$ cat src/rtl/sfe_pkg.sv
package sfe_pkg;

  // default width of the position counter
  localparam int unsigned POSITION_BITS_DEF = 20;

  // configuration port
  localparam int unsigned CFG_IDX_W   = 2;
  localparam int unsigned CFG_LEN_W   = 21;
  localparam int unsigned CFG_DATA_W  = CFG_LEN_W;

  localparam logic [CFG_IDX_W-1:0] REG_REGION_LENGTH = 2'd0;
  localparam logic [CFG_IDX_W-1:0] REG_FADE_DIR_IN   = 2'd1;
  localparam logic [CFG_IDX_W-1:0] REG_WIDE_SAMPLES  = 2'd2;

  // sample and gain arithmetic
  localparam int unsigned SAMPLE_W   = 16;
  localparam int unsigned NARROW_W   = 8;
  localparam int unsigned GAIN_SHIFT = 10;            // gain of one is 1024
  localparam int unsigned QUOT_W     = GAIN_SHIFT + 1; // quotient never exceeds 1024
  localparam int unsigned CNT_W      = $clog2(QUOT_W);

  // depth of the queue between front and back
  localparam int unsigned QUEUE_DEPTH = 2;

  typedef enum logic [1:0] {
    BK_IDLE,
    BK_DIV,
    BK_MUL,
    BK_OUT
  } bk_state_t;

endpackage

$ cat src/rtl/sfe_front.sv
module sfe_front #(
  parameter int unsigned POSITION_BITS = sfe_pkg::POSITION_BITS_DEF,
  localparam int unsigned LEN_W  = POSITION_BITS + 1,
  localparam int unsigned DIVD_W = LEN_W + sfe_pkg::GAIN_SHIFT
) (
  input  logic                              clk,
  input  logic                              rst_n,
  input  logic                              cfg_valid,
  input  logic [sfe_pkg::CFG_IDX_W-1:0]     cfg_index,
  input  logic [sfe_pkg::CFG_DATA_W-1:0]    cfg_wdata,
  input  logic                              in_push,
  input  logic [sfe_pkg::SAMPLE_W-1:0]      in_sample,
  input  logic                              q_full,
  output logic                              q_push,
  output logic [DIVD_W-1:0]                 job_dividend,
  output logic [LEN_W-1:0]                  job_len,
  output logic [sfe_pkg::SAMPLE_W-1:0]      job_mag,
  output logic                              job_neg,
  output logic                              job_wide,
  output logic                              job_done
);

  localparam int unsigned MAX_LEN = 1 << POSITION_BITS;
  localparam int unsigned EXT_W   = sfe_pkg::CFG_LEN_W + 1;

  logic [sfe_pkg::CFG_LEN_W-1:0] region_length_r;
  logic                          fade_in_r;
  logic                          wide_r;
  logic [POSITION_BITS-1:0]      pos_r;
  logic [POSITION_BITS-1:0]      pos_nxt;

  logic [LEN_W-1:0]              len_c;
  logic [LEN_W-1:0]              last_c;
  logic [POSITION_BITS-1:0]      idx_c;
  logic                          done_c;
  logic [LEN_W-1:0]              factor_c;
  logic [sfe_pkg::SAMPLE_W-1:0]  mag16_c;
  logic [sfe_pkg::NARROW_W-1:0]  mag8_c;
  logic [LEN_W+sfe_pkg::NARROW_W-1:0] prod8_c;

  // configuration registers
  always_ff @(posedge clk) begin
    if (!rst_n) begin
      region_length_r <= sfe_pkg::CFG_LEN_W'(1);
      fade_in_r       <= 1'b1;
      wide_r          <= 1'b1;
    end else if (cfg_valid) begin
      case (cfg_index)
        sfe_pkg::REG_REGION_LENGTH: region_length_r <= cfg_wdata[sfe_pkg::CFG_LEN_W-1:0];
        sfe_pkg::REG_FADE_DIR_IN:   fade_in_r       <= cfg_wdata[0];
        sfe_pkg::REG_WIDE_SAMPLES:  wide_r          <= cfg_wdata[0];
        default: ;
      endcase
    end
  end

  // effective length and clamped position
  always_comb begin
    if (region_length_r == '0) begin
      len_c = LEN_W'(1);
    end else if ({1'b0, region_length_r} > EXT_W'(MAX_LEN)) begin
      len_c = LEN_W'(MAX_LEN);
    end else begin
      len_c = LEN_W'(region_length_r);
    end
    last_c = len_c - LEN_W'(1);
    if ({1'b0, pos_r} > last_c) begin
      idx_c = last_c[POSITION_BITS-1:0];
    end else begin
      idx_c = pos_r;
    end
    done_c   = ({1'b0, idx_c} == last_c);
    factor_c = fade_in_r ? {1'b0, idx_c} : (len_c - {1'b0, idx_c});
  end

  // sign and magnitude, dividend for the back end
  always_comb begin
    mag16_c = in_sample[sfe_pkg::SAMPLE_W-1] ? (~in_sample + 16'd1) : in_sample;
    mag8_c  = in_sample[sfe_pkg::NARROW_W-1] ?
              (~in_sample[sfe_pkg::NARROW_W-1:0] + 8'd1) : in_sample[sfe_pkg::NARROW_W-1:0];
    prod8_c = mag8_c * factor_c;
    if (wide_r) begin
      job_dividend = DIVD_W'(factor_c) << sfe_pkg::GAIN_SHIFT;
      job_mag      = mag16_c;
      job_neg      = in_sample[sfe_pkg::SAMPLE_W-1];
    end else begin
      job_dividend = DIVD_W'(prod8_c);
      job_mag      = sfe_pkg::SAMPLE_W'(mag8_c);
      job_neg      = in_sample[sfe_pkg::NARROW_W-1];
    end
    job_len  = len_c;
    job_wide = wide_r;
    job_done = done_c;
  end

  assign q_push  = in_push && !q_full;
  assign pos_nxt = done_c ? '0 : idx_c + POSITION_BITS'(1);

  always_ff @(posedge clk) begin
    if (!rst_n) begin
      pos_r <= '0;
    end else if (q_push) begin
      pos_r <= pos_nxt;
    end
  end

endmodule

$ cat src/rtl/sfe_queue.sv
module sfe_queue #(
  parameter int unsigned WIDTH = 8,
  parameter int unsigned DEPTH = sfe_pkg::QUEUE_DEPTH,
  localparam int unsigned PTR_W = (DEPTH > 1) ? $clog2(DEPTH) : 1,
  localparam int unsigned CNT_W = $clog2(DEPTH + 1)
) (
  input  logic             clk,
  input  logic             rst_n,
  input  logic             push,
  input  logic [WIDTH-1:0] wdata,
  output logic             full,
  input  logic             pop,
  output logic [WIDTH-1:0] rdata,
  output logic             empty
);

  logic [WIDTH-1:0] mem [DEPTH];
  logic [PTR_W-1:0] wr_ptr_r;
  logic [PTR_W-1:0] rd_ptr_r;
  logic [CNT_W-1:0] cnt_r;
  logic             do_push;
  logic             do_pop;

  assign full    = (cnt_r == CNT_W'(DEPTH));
  assign empty   = (cnt_r == '0);
  assign do_push = push && !full;
  assign do_pop  = pop && !empty;
  assign rdata   = mem[rd_ptr_r];

  always_ff @(posedge clk) begin
    if (do_push) begin
      mem[wr_ptr_r] <= wdata;
    end
  end

  always_ff @(posedge clk) begin
    if (!rst_n) begin
      wr_ptr_r <= '0;
      rd_ptr_r <= '0;
      cnt_r    <= '0;
    end else begin
      if (do_push) begin
        wr_ptr_r <= (wr_ptr_r == PTR_W'(DEPTH - 1)) ? '0 : wr_ptr_r + PTR_W'(1);
      end
      if (do_pop) begin
        rd_ptr_r <= (rd_ptr_r == PTR_W'(DEPTH - 1)) ? '0 : rd_ptr_r + PTR_W'(1);
      end
      if (do_push && !do_pop) begin
        cnt_r <= cnt_r + CNT_W'(1);
      end else if (do_pop && !do_push) begin
        cnt_r <= cnt_r - CNT_W'(1);
      end
    end
  end

endmodule

$ cat src/rtl/sfe_back.sv
module sfe_back #(
  parameter int unsigned POSITION_BITS = sfe_pkg::POSITION_BITS_DEF,
  localparam int unsigned LEN_W  = POSITION_BITS + 1,
  localparam int unsigned DIVD_W = LEN_W + sfe_pkg::GAIN_SHIFT
) (
  input  logic                          clk,
  input  logic                          rst_n,
  input  logic                          q_empty,
  output logic                          q_pop,
  input  logic [DIVD_W-1:0]             job_dividend,
  input  logic [LEN_W-1:0]              job_len,
  input  logic [sfe_pkg::SAMPLE_W-1:0]  job_mag,
  input  logic                          job_neg,
  input  logic                          job_wide,
  input  logic                          job_done,
  input  logic                          out_pop,
  output logic                          out_empty,
  output logic [sfe_pkg::SAMPLE_W-1:0]  out_sample,
  output logic                          out_done
);

  localparam int unsigned QW     = sfe_pkg::QUOT_W;
  localparam int unsigned PROD_W = sfe_pkg::SAMPLE_W + QW;

  sfe_pkg::bk_state_t state_r;
  sfe_pkg::bk_state_t state_nxt;

  logic [LEN_W-1:0]              len_r;
  logic [LEN_W-1:0]              rem_r;
  logic [QW-1:0]                 low_r;
  logic [sfe_pkg::CNT_W-1:0]     cnt_r;
  logic [sfe_pkg::SAMPLE_W-1:0]  mag_r;
  logic                          neg_r;
  logic                          wide_r;
  logic                          done_r;
  logic [sfe_pkg::SAMPLE_W-1:0]  res_r;

  logic                          out_valid_r;
  logic [sfe_pkg::SAMPLE_W-1:0]  out_sample_r;
  logic                          out_done_r;

  logic                          slot_free;
  logic                          div_step;
  logic                          do_mul;
  logic                          load_out;
  logic                          last_step;

  logic [LEN_W:0]                trial;
  logic [LEN_W:0]                diff;
  logic                          ge;
  logic [PROD_W-1:0]             prod;
  logic [sfe_pkg::SAMPLE_W-1:0]  val;

  assign slot_free = !out_valid_r || out_pop;
  assign last_step = (cnt_r == sfe_pkg::CNT_W'(QW - 1));

  // next state
  always_comb begin
    state_nxt = state_r;
    case (state_r)
      sfe_pkg::BK_IDLE: if (!q_empty)  state_nxt = sfe_pkg::BK_DIV;
      sfe_pkg::BK_DIV:  if (last_step) state_nxt = sfe_pkg::BK_MUL;
      sfe_pkg::BK_MUL:                 state_nxt = sfe_pkg::BK_OUT;
      sfe_pkg::BK_OUT:  if (slot_free) state_nxt = sfe_pkg::BK_IDLE;
      default:                         state_nxt = sfe_pkg::BK_IDLE;
    endcase
  end

  // state outputs
  always_comb begin
    q_pop    = 1'b0;
    div_step = 1'b0;
    do_mul   = 1'b0;
    load_out = 1'b0;
    case (state_r)
      sfe_pkg::BK_IDLE: q_pop    = !q_empty;
      sfe_pkg::BK_DIV:  div_step = 1'b1;
      sfe_pkg::BK_MUL:  do_mul   = 1'b1;
      sfe_pkg::BK_OUT:  load_out = slot_free;
      default: ;
    endcase
  end

  always_ff @(posedge clk) begin
    if (!rst_n) begin
      state_r <= sfe_pkg::BK_IDLE;
    end else begin
      state_r <= state_nxt;
    end
  end

  // restoring division step, one quotient bit per cycle
  always_comb begin
    trial = {rem_r, low_r[QW-1]};
    diff  = trial - {1'b0, len_r};
    ge    = (trial >= {1'b0, len_r});
  end

  // gain times magnitude in wide mode (narrow mode takes the quotient as is), then sign
  always_comb begin
    prod = mag_r * low_r;
    val  = wide_r ? prod[sfe_pkg::GAIN_SHIFT+sfe_pkg::SAMPLE_W-1:sfe_pkg::GAIN_SHIFT]
                  : sfe_pkg::SAMPLE_W'(low_r);
  end

  always_ff @(posedge clk) begin
    if (q_pop) begin
      // quotient fits in QW bits, so the upper part is already below len
      rem_r  <= LEN_W'(job_dividend >> QW);
      low_r  <= job_dividend[QW-1:0];
      cnt_r  <= '0;
      len_r  <= job_len;
      mag_r  <= job_mag;
      neg_r  <= job_neg;
      wide_r <= job_wide;
      done_r <= job_done;
    end else if (div_step) begin
      rem_r <= ge ? diff[LEN_W-1:0] : trial[LEN_W-1:0];
      low_r <= {low_r[QW-2:0], ge};
      cnt_r <= cnt_r + sfe_pkg::CNT_W'(1);
    end
    if (do_mul) begin
      res_r <= neg_r ? (~val + 16'd1) : val;
    end
  end

  // result register
  always_ff @(posedge clk) begin
    if (!rst_n) begin
      out_valid_r <= 1'b0;
    end else if (load_out) begin
      out_valid_r <= 1'b1;
    end else if (out_pop) begin
      out_valid_r <= 1'b0;
    end
  end

  always_ff @(posedge clk) begin
    if (load_out) begin
      out_sample_r <= res_r;
      out_done_r   <= done_r;
    end
  end

  assign out_empty  = !out_valid_r;
  assign out_sample = out_sample_r;
  assign out_done   = out_done_r;

endmodule

$ cat src/rtl/sample_fade_envelope.sv
// sample_fade_envelope: linear fade-in / fade-out over a region of samples
//
// input channel: queue-style, in_push with in_sample_in; a beat is taken when
//   in_push is high and in_full is low. each beat gives exactly one result.
// result channel: queue-style, out_sample_out and out_region_done are valid
//   while out_empty is low; a beat leaves when out_pop is high.
// config channel: cfg_valid / cfg_ready (always ready), cfg_index selects
//   region_length (0), fade_direction_in (1), wide_samples (2); other indexes
//   are ignored. write only while no sample is in flight.
// timing: the front end clamps the position, builds the dividend and queues
//   the job at the input beat. the back end handles one sample at a time:
//   it takes the job, runs 11 restoring-divider steps (one quotient bit each),
//   does the gain multiply and sign, then loads the result register, waiting
//   there while the result register is still full; it takes a new job only
//   after that load.
// stalls: a two-entry queue, the job held in the back end and the result
//   register let the front keep accepting while the receiver holds off; in_full
//   rises once the queue holds two jobs, so four samples are taken before the
//   input stalls.
// reset: synchronous, active low; position goes to 0, length to 1, fade-in
//   and 16-bit mode selected, queue and result register emptied.
module sample_fade_envelope #(
  parameter int unsigned POSITION_BITS = sfe_pkg::POSITION_BITS_DEF
) (
  input  logic                              clk,
  input  logic                              rst_n,
  // config write channel
  input  logic                              cfg_valid,
  output logic                              cfg_ready,
  input  logic [sfe_pkg::CFG_IDX_W-1:0]     cfg_index,
  input  logic [sfe_pkg::CFG_DATA_W-1:0]    cfg_wdata,
  // sample input
  input  logic                              in_push,
  output logic                              in_full,
  input  logic signed [sfe_pkg::SAMPLE_W-1:0] in_sample_in,
  // faded output
  output logic                              out_empty,
  input  logic                              out_pop,
  output logic signed [sfe_pkg::SAMPLE_W-1:0] out_sample_out,
  output logic                              out_region_done
);

  localparam int unsigned LEN_W  = POSITION_BITS + 1;
  localparam int unsigned DIVD_W = LEN_W + sfe_pkg::GAIN_SHIFT;
  localparam int unsigned JOB_W  = DIVD_W + LEN_W + sfe_pkg::SAMPLE_W + 3;

  // front to queue
  logic                          q_push;
  logic                          q_full;
  logic [DIVD_W-1:0]             f_dividend;
  logic [LEN_W-1:0]              f_len;
  logic [sfe_pkg::SAMPLE_W-1:0]  f_mag;
  logic                          f_neg;
  logic                          f_wide;
  logic                          f_done;
  logic [JOB_W-1:0]              q_wdata;

  // queue to back
  logic                          q_pop;
  logic                          q_empty;
  logic [JOB_W-1:0]              q_rdata;
  logic [DIVD_W-1:0]             b_dividend;
  logic [LEN_W-1:0]              b_len;
  logic [sfe_pkg::SAMPLE_W-1:0]  b_mag;
  logic                          b_neg;
  logic                          b_wide;
  logic                          b_done;
  logic [sfe_pkg::SAMPLE_W-1:0]  b_sample;

  assign cfg_ready = 1'b1;
  assign in_full   = q_full;

  // front: config registers, position counter, job setup
  sfe_front #(
    .POSITION_BITS (POSITION_BITS)
  ) u_front (
    .clk          (clk),
    .rst_n        (rst_n),
    .cfg_valid    (cfg_valid),
    .cfg_index    (cfg_index),
    .cfg_wdata    (cfg_wdata),
    .in_push      (in_push),
    .in_sample    (in_sample_in),
    .q_full       (q_full),
    .q_push       (q_push),
    .job_dividend (f_dividend),
    .job_len      (f_len),
    .job_mag      (f_mag),
    .job_neg      (f_neg),
    .job_wide     (f_wide),
    .job_done     (f_done)
  );

  assign q_wdata = {f_dividend, f_len, f_mag, f_neg, f_wide, f_done};

  // job queue decoupling front and back
  sfe_queue #(
    .WIDTH (JOB_W),
    .DEPTH (sfe_pkg::QUEUE_DEPTH)
  ) u_queue (
    .clk   (clk),
    .rst_n (rst_n),
    .push  (q_push),
    .wdata (q_wdata),
    .full  (q_full),
    .pop   (q_pop),
    .rdata (q_rdata),
    .empty (q_empty)
  );

  assign {b_dividend, b_len, b_mag, b_neg, b_wide, b_done} = q_rdata;

  // back: serial divider, gain multiply, result register
  sfe_back #(
    .POSITION_BITS (POSITION_BITS)
  ) u_back (
    .clk          (clk),
    .rst_n        (rst_n),
    .q_empty      (q_empty),
    .q_pop        (q_pop),
    .job_dividend (b_dividend),
    .job_len      (b_len),
    .job_mag      (b_mag),
    .job_neg      (b_neg),
    .job_wide     (b_wide),
    .job_done     (b_done),
    .out_pop      (out_pop),
    .out_empty    (out_empty),
    .out_sample   (b_sample),
    .out_done     (out_region_done)
  );

  assign out_sample_out = b_sample;

`ifndef SYNTHESIS
  // front never writes into a full queue
  a_no_push_full: assert property (@(posedge clk) disable iff (!rst_n)
    q_push |-> !q_full) else $error("job pushed into full queue");

  // back only takes a job that is there
  a_no_pop_empty: assert property (@(posedge clk) disable iff (!rst_n)
    q_pop |-> !q_empty) else $error("job popped from empty queue");

  // a job taken by the back end leaves the queue with one fewer entry
  a_pop_frees: assert property (@(posedge clk) disable iff (!rst_n)
    (q_pop && q_full) |=> !q_full) else $error("queue still full after pop");

  // reset leaves no result pending
  a_reset_empty: assert property (@(posedge clk)
    !rst_n |=> out_empty) else $error("result pending after reset");
`endif

endmodule
$ cat config.mk
export PLATFORM = sky130hd
export DESIGN_NAME = sample_fade_envelope
export DESIGN_NICKNAME = d
export VERILOG_FILES = /design/src/rtl/sfe_pkg.sv /design/src/rtl/sfe_front.sv /design/src/rtl/sfe_queue.sv /design/src/rtl/sfe_back.sv /design/src/rtl/sample_fade_envelope.sv
export SDC_FILE = /design/constraint.sdc
export NUM_CORES = 1
export LEC_CHECK = 0
export ABC_AREA = 1
export BUFFER_PORTS_ARGS = -buffer_cell sky130_fd_sc_hd__buf_2
export CAP_MARGIN = 20
export CORE_UTILIZATION = 45
export CTS_BUF_LIST = sky130_fd_sc_hd__clkbuf_16
export DETAILED_ROUTE_END_ITERATION = 8
export PLACE_DENSITY = 0.69
export SLEW_MARGIN = 20
export SYNTH_ARGS = -nofsm -noshare
export SYNTH_HDL_FRONTEND = slang
export SYNTH_HIERARCHICAL = 1
export SYNTH_SLANG_ARGS = --single-unit
$ cat constraint.sdc
create_clock -name clk -period 9.36 [get_ports clk]
set_input_delay 1.404 -clock clk [delete_from_list [all_inputs] [get_ports clk]]
set_output_delay 1.404 -clock clk [all_outputs]
set_load 0.02 [all_outputs]
Yosys cells after proc, flatten, opt, wreduce, memory -nomap -nowiden. Memories as Yosys holds them, arrays and structs flattened. A register that Yosys moved wholly into a read port is not among the register bits. Cells that the tools add are included.

Memories: 1. Word-level logic and storage cells: 110. Bits in registers: 159. Memory bits (writable): 142.

Memories: u_queue.mem (depth 2, width 71, read ports 1, clocked after Yosys merged registers in 1, write ports 1, RTL line sfe_queue.sv:17) `logic [WIDTH-1:0] mem [DEPTH];`.

Equal/unequal tests: 11. Order comparisons: 3. Multiplexer cells: 35. Bitwise gates (word level): 3. $add $sub $neg: 12. Reduce and logical (&&, ||, !) cells: 22. $mul: 2.

Operators with widths (count): 21-bit two-way mux (4); 20-bit two-way mux (4); 16-bit two-way mux (4); 16-bit by 1-bit adder with 16-bit output (second input constant) (2); 16-bit inverter (2); 31-bit two-way mux (1); 8-bit by 21-bit multiplier with 29-bit output (1); 16-bit by 11-bit multiplier with 26-bit output (1); 22-bit by 21-bit greater-or-equal comparator with 1-bit output (1); 11-bit two-way mux (2); 20-bit by 21-bit equality test with 1-bit output (1); 20-bit by 21-bit > comparator with 1-bit output (1); 21-bit > comparator (second input constant) (1); 21-bit zero test (1); 21-bit by 1-bit subtractor with 21-bit output (second input constant) (1); 21-bit by 20-bit subtractor with 21-bit output (1); 21-bit subtractor (1); 20-bit by 1-bit adder with 20-bit output (second input constant) (1); 1-bit two-way mux (13); 2-bit two-way mux (5); 8-bit by 1-bit adder with 8-bit output (second input constant) (1); 2-bit equality test (second input constant) (4); 8-bit two-way mux (1); 8-bit inverter (1); 16 further kinds (33).

Logic depth before layout (Yosys ltp).
Depth after elaboration: 10. Depth in mapped cells: 72.

Hierarchy. The synthesis kept the hierarchy.

Modules (own cells, without submodules): sfe_back (times used 1, cells each 1469, area an instance 11903.9 sq um); sfe_front (times used 1, cells each 1654, area an instance 10754.1 sq um); sfe_queue (times used 1, cells each 259, area an instance 5723.0 sq um); sample_fade_envelope (times used 1, cells each 2, area an instance 11.3 sq um).

Least setup slack after synthesis. OpenSTA, ideal clock, no wires.

Path type: register -> register. Start point: reg u_front/region_length_r[10] in the netlist's numbering. End point: mem u_queue/mem[0][67] in the netlist's numbering, data pin. Stages on the path, launching flop included: 70. Setup time: 257 ps. Clock period less this slack: 9737 ps. Slack: -377 ps. Required time: 9103 ps. Data arrival time: 9480 ps. Cells stage by stage: dfxtp_1 > nor2_1 > nand2_1 > nor2_2 > nand3_2 > nand2_4 > buf_4 > nand2_1 > ha_1 > nand2_1 > nor2_2 > nand2_1 > nor2_1 > xor2_1 > ha_1 > a21oi_1 > o21ai_0 > a21oi_1 > [... 34 more ...] > a21oi_1 > nor2_1 > o21ai_0 > nand2_1 > nand2_1 > nand2_1 > a21oi_1 > o21ai_0 > a21oi_1 > o21ai_0 > nand2_1 > nand2_1 > nand2_1 > nand2_1 > a21boi_0 > nand2_1 > nand3_1 > nand2_1.

Cells in the longest elaborated chain, start to end: 10. Elaborated cells on any way between the ends: 11. Those cells by class: add/sub (2); mul (1); order compare (2); mux (5); reduce/logical (1).

Ends and longest elaborated chain: start, declared (RTL line sfe_front.sv:26) `logic [sfe_pkg::CFG_LEN_W-1:0] region_length_r;`; start signal, assigned (RTL line sfe_front.sv:44) `region_length_r <= sfe_pkg::CFG_LEN_W'(1);`; start signal, assigned (RTL line sfe_front.sv:49) `sfe_pkg::REG_REGION_LENGTH: region_length_r <= cfg_wdata[sfe_pkg::CFG_LEN_W-1:0];`; 21-bit > comparator (RTL line sfe_front.sv:61) `end else if ({1'b0, region_length_r} > EXT_W'(MAX_LEN)) begin`; 21-bit two-way mux (RTL line sfe_front.sv:61); 21-bit two-way mux * (RTL line sfe_front.sv:59) `if (region_length_r == '0) begin`; 21-bit by 1-bit subtractor with 21-bit output (RTL line sfe_front.sv:66) `last_c = len_c - LEN_W'(1);`; 20-bit by 21-bit > comparator with 1-bit output (RTL line sfe_front.sv:67) `if ({1'b0, pos_r} > last_c) begin`; 20-bit two-way mux (RTL line sfe_front.sv:67); 21-bit by 20-bit subtractor with 21-bit output (RTL line sfe_front.sv:73) `factor_c = fade_in_r ? {1'b0, idx_c} : (len_c - {1'b0, idx_c});`; 21-bit two-way mux * (RTL line sfe_front.sv:73); 8-bit by 21-bit multiplier with 29-bit output (RTL line sfe_front.sv:81) `prod8_c = mag8_c * factor_c;`; 31-bit two-way mux * (RTL line sfe_front.sv:82) `if (wide_r) begin`; net f_dividend[27] (RTL line sample_fade_envelope.sv:50) `logic [DIVD_W-1:0] f_dividend;`; end, declared (RTL line sfe_queue.sv:17).

Mark *: on every way through the listed nets, which the timed path passes. The rest lies on a longest branch.

Final worst setup path.
Start point: reg u_front/region_length_r[13] in the netlist's numbering. End point: mem u_queue/mem[0][65] in the netlist's numbering, data pin.

The elaborated chain is that of the path after synthesis.

==> results.py <==
metrics = {
    "die": {
        "start_util": 0.458,
        "die_w_um": 253,
        "die_h_um": 253,
        "core_sq_um": 62100,
        "pin_count": 64,
        "die_area_sq_um": 64100,
        "num_rows": 91,
    },
    "clock_network": {
        "htree_levels": 2,
        "root_buffer": "clkbuf_16",
        "cts.sinks": 302,
        "clk_pin_slew_worst_paths_ns": 0.06,
        "cts_buffers": 34,
        "clk_path_buf_depth": 3,
        "tritoncts": "done",
        "clk-insertion-delay-late_ns": 0.55,
    },
    "timing": {
        "timing.fmax_ghz": 0.109,
        "worst_pin_slew_ns": 0.982,
        "rsz0062_at_grt": "yes",
        "hold_violations": 0,
        "max_slew_margin": 0.346,
        "skew_ns": 0.0122,
        "setup_viol": 0,
        "setup_ws_ns": 0.201,
        "layout_min_cycle_time_ns": 9.16,
        "slew_viol_final": 0,
        "period_share": 0.979,
    },
    "global_route": {
        "grt_use_total": 0.240,
        "grt_max_degree": 89,
        "antenna_found_initial": 3,
        "grt_pass1_vias": 22700,
        "grt_pass1_wl_mm": 120,
        "grt-ovfl-total": 0,
    },
    "layout": {
        "antennaDiodeCount": 0,
        "fin_nets": 4147,
        "areaGrowthSynthToFinish_pct": 19.5,
        "regArea_sq_um": 8520,
        "multi_input_area_sq_um": 18200,
        "drive_gt1_frac": 0.231,
        "n_fill_cell": 5558,
    },
    "setup_path": {
        "crit_fanout": 7,
        "worstRegToRegCells": 62,
        "cp-start-kind": "flip-flop",
        "max_stage_delay_ns": 0.55,
        "crit_path_top_delay_cell": "fa_1",
        "cpMostUsedCell": "nand2_1",
        "required_ns": 9.63,
        "path_class": "flip-flop to flip-flop",
        "end_kind": "flip-flop",
        "arrival_ns": 9.43,
    },
    "yosys": {
        "ys_ff_latch": 302,
        "synthCells": 3384,
        "syn_nets": 3845,
        "synth_top_area_share": 0.260,
        "netlist_area_sq_um": 28400,
        "ys.warnings.count": 6,
        "synth-seq-area-share": 0.300,
        "yosys.area.top_type": "edfxtp_1",
        "synth_flop_cell": "edfxtp_1",
        "avgSynthCellArea_sq_um": 8.39,
        "ys_async_sr_fraction": 0,
        "yosys.cell_types.count": 62,
        "synth.area.top_cells": "edfxtp_1, fa_1, nand2_1, inv_1, ha_1",
        "synth-edff-count": 246,
    },
    "placed_design": {
        "post-place-ws_ns": -0.146,
        "hpwlAfterDp_mm": 58.6,
        "place_congestion": 0.975,
        "io_buffers": 62,
    },
    "drt": {
        "drt-vias-per-instance": 5.13,
        "dr.pass1.iters": 5,
        "wirelength_mm": 76.5,
        "vias": 23300,
        "drc": 0,
        "postRouteAntennaNets": 0,
        "drt_iter0_markers": 1816,
        "wl_per_cell_um": 16.8,
    },
    "min_path": {
        "hp-class": "flip-flop to flip-flop",
        "hold_depth": 0,
    },
    "outcome": {
        "status": "finished clean",
    },
    "job": {
        "max-cap-violations": 0,
    },
}
-- cell usage after synthesis (7+ instances only) --
| master | count |
|---|---|
| nor2_1 | 308 |
| o21ai_1 | 23 |
| buf_2 | 7 |
| buf_12 | 8 |
| xor2_1 | 44 |
| o21a_1 | 7 |
| inv_2 | 13 |
| clkbuf_1 | 77 |
| o21ai_0 | 169 |
| nor4_1 | 8 |
| o21bai_1 | 8 |
| nand3_1 | 167 |
| edfxtp_1 | 246 |
| dfxtp_1 | 56 |
| mux2_4 | 70 |
| nor3_1 | 22 |
| xnor2_1 | 26 |
| o21ai_2 | 14 |
| buf_4 | 8 |
| inv_1 | 625 |
| a21oi_1 | 150 |
| nand4_1 | 37 |
| ha_1 | 179 |
| or2_2 | 14 |
| fa_1 | 238 |
| nand2_1 | 722 |
| nand3_2 | 13 |
| nor2_2 | 12 |
| nand2_2 | 29 |
| nor2_4 | 7 |
-- layer usage --
layer | track usage | part of all wire | vias to the layer above
met5 | 0 | 0.0013 | -
met4 | 0.0625 | 0.022 | 8
met3 | 0.0501 | 0.072 | 110
met2 | 0.397 | 0.47 | 665
met1 | 0.318 | 0.43 | 11200
li1 | - | - | 11300
-- worst paths after layout --
kind / startpoint / to / slack [ns]
worst max-delay path: u_front/region_length_r[13] / u_queue/mem[0][65] / 0.20
worst min-delay path: u_back/res_r[5] / u_back/out_sample[5] / 0.42
worst max register to register: u_front/region_length_r[13] / u_queue/mem[0][65] / 0.20
worst min register to register: u_back/res_r[5] / u_back/out_sample[5] / 0.42
-- critical path, delay by kind of cell (launching register included) --
family                   cells  cell delay [ns]
XOR/XNOR                     3             0.45
buffers and inverters       12             0.98
AND/OR/NAND/NOR             29             2.92
adder cells (fa/ha/maj)      9             2.97
flip-flops                   1             0.33
AO/OA/AOI/OAI                9             1.22
-- stage by stage --
step / hold WS (ns) / area (sq um) / TNS [ns] / util / instances
6_report: 0.421 / 33900 / 0 / 0.547 / 4547
5_1_grt: 0.427 / 33900 / -3.42 / 0.547 / 4547
4_1_cts: 0.419 / 32500 / 0 / 0.524 / 4520
3_5_place_dp: 0.405 / 31300 / -0.698 / 0.504 / 4446
3_3_place_gp: 0.400 / 31300 / -0.121 / 0.504 / 4446
2_1_floorplan: 0.400 / 28500 / 0 / - / 3384
-- sequential cells by signal, indices dropped and copies added (netlist names), named ones only --
name	count
u_front/pos_r	20
u_queue/mem	142
u_back/out_sample	16
u_back/res_r	16
u_back/len_r	21
u_back/done_r	1
u_front/job_wide	1
u_back/mag_r	16
u_queue/wr_ptr_r	1
u_back/rem_r	21
u_back/out_valid_r	1
u_front/region_length_r	21
u_front/fade_in_r	1
u_queue/cnt_r	2
u_back/out_done	1
u_back/state_r	2
u_back/low_r	11
u_queue/rd_ptr_r	1
u_back/wide_r	1
u_back/neg_r	1
u_back/cnt_r	4
-- cell usage in the layout (no fill, tap or decap), types with 26 or more instances in the layout --
cell	count
clkbuf_16	35
xor2_1	29
inv_1	606
a21oi_1	129
inv_2	32
nand2_1	672
buf_2	62
buf_4	299
ha_1	146
edfxtp_1	246
o21ai_1	34
ha_4	32
nor2_2	44
nand2_2	65
nand3_1	153
mux2_4	70
nand4_1	37
o21ai_0	146
nand3_2	26
nor2_1	266
dfxtp_1	46
fa_1	233
-- area by class of cell --
cell class / instances / share of cell area
inverter: 645 / 0.0716
timing repair buffer: 373 / 0.0800
sequential: 302 / 0.251
clock inverter: 26 / 0.00623
clock buffer: 34 / 0.0251
tap: 837 / 0.0309
multi-input combinational: 2330 / 0.535
-- logic make-up after synthesis --
| family | after synthesis | share of synthesized area |
|---|---|---|
| AOI/OAI and AO/OA | 406 | 0.0794 |
| xor gates and xnor gates | 71 | 0.0222 |
| adders and majority gates | 417 | 0.247 |
| buffers and inverters | 753 | 0.107 |
| DFF | 302 | 0.300 |
| muxes | 71 | 0.0374 |
| other | 1 | 0.000132 |
| and+or+nand+nor | 1363 | 0.208 |
-- what timing repair did --
action / 4_1_cts / 5_1_grt
hold buffers: 0 / 0
buffers inserted: 13 / 27
setup endpoints to repair: 18 / 36
resized for setup: 17 / 279
cloned: 1 / 1
pin swaps: 16 / 138
Power is not shown: default switching activity piles up to over one toggle a cycle in this logic, so the estimate is an artifact.
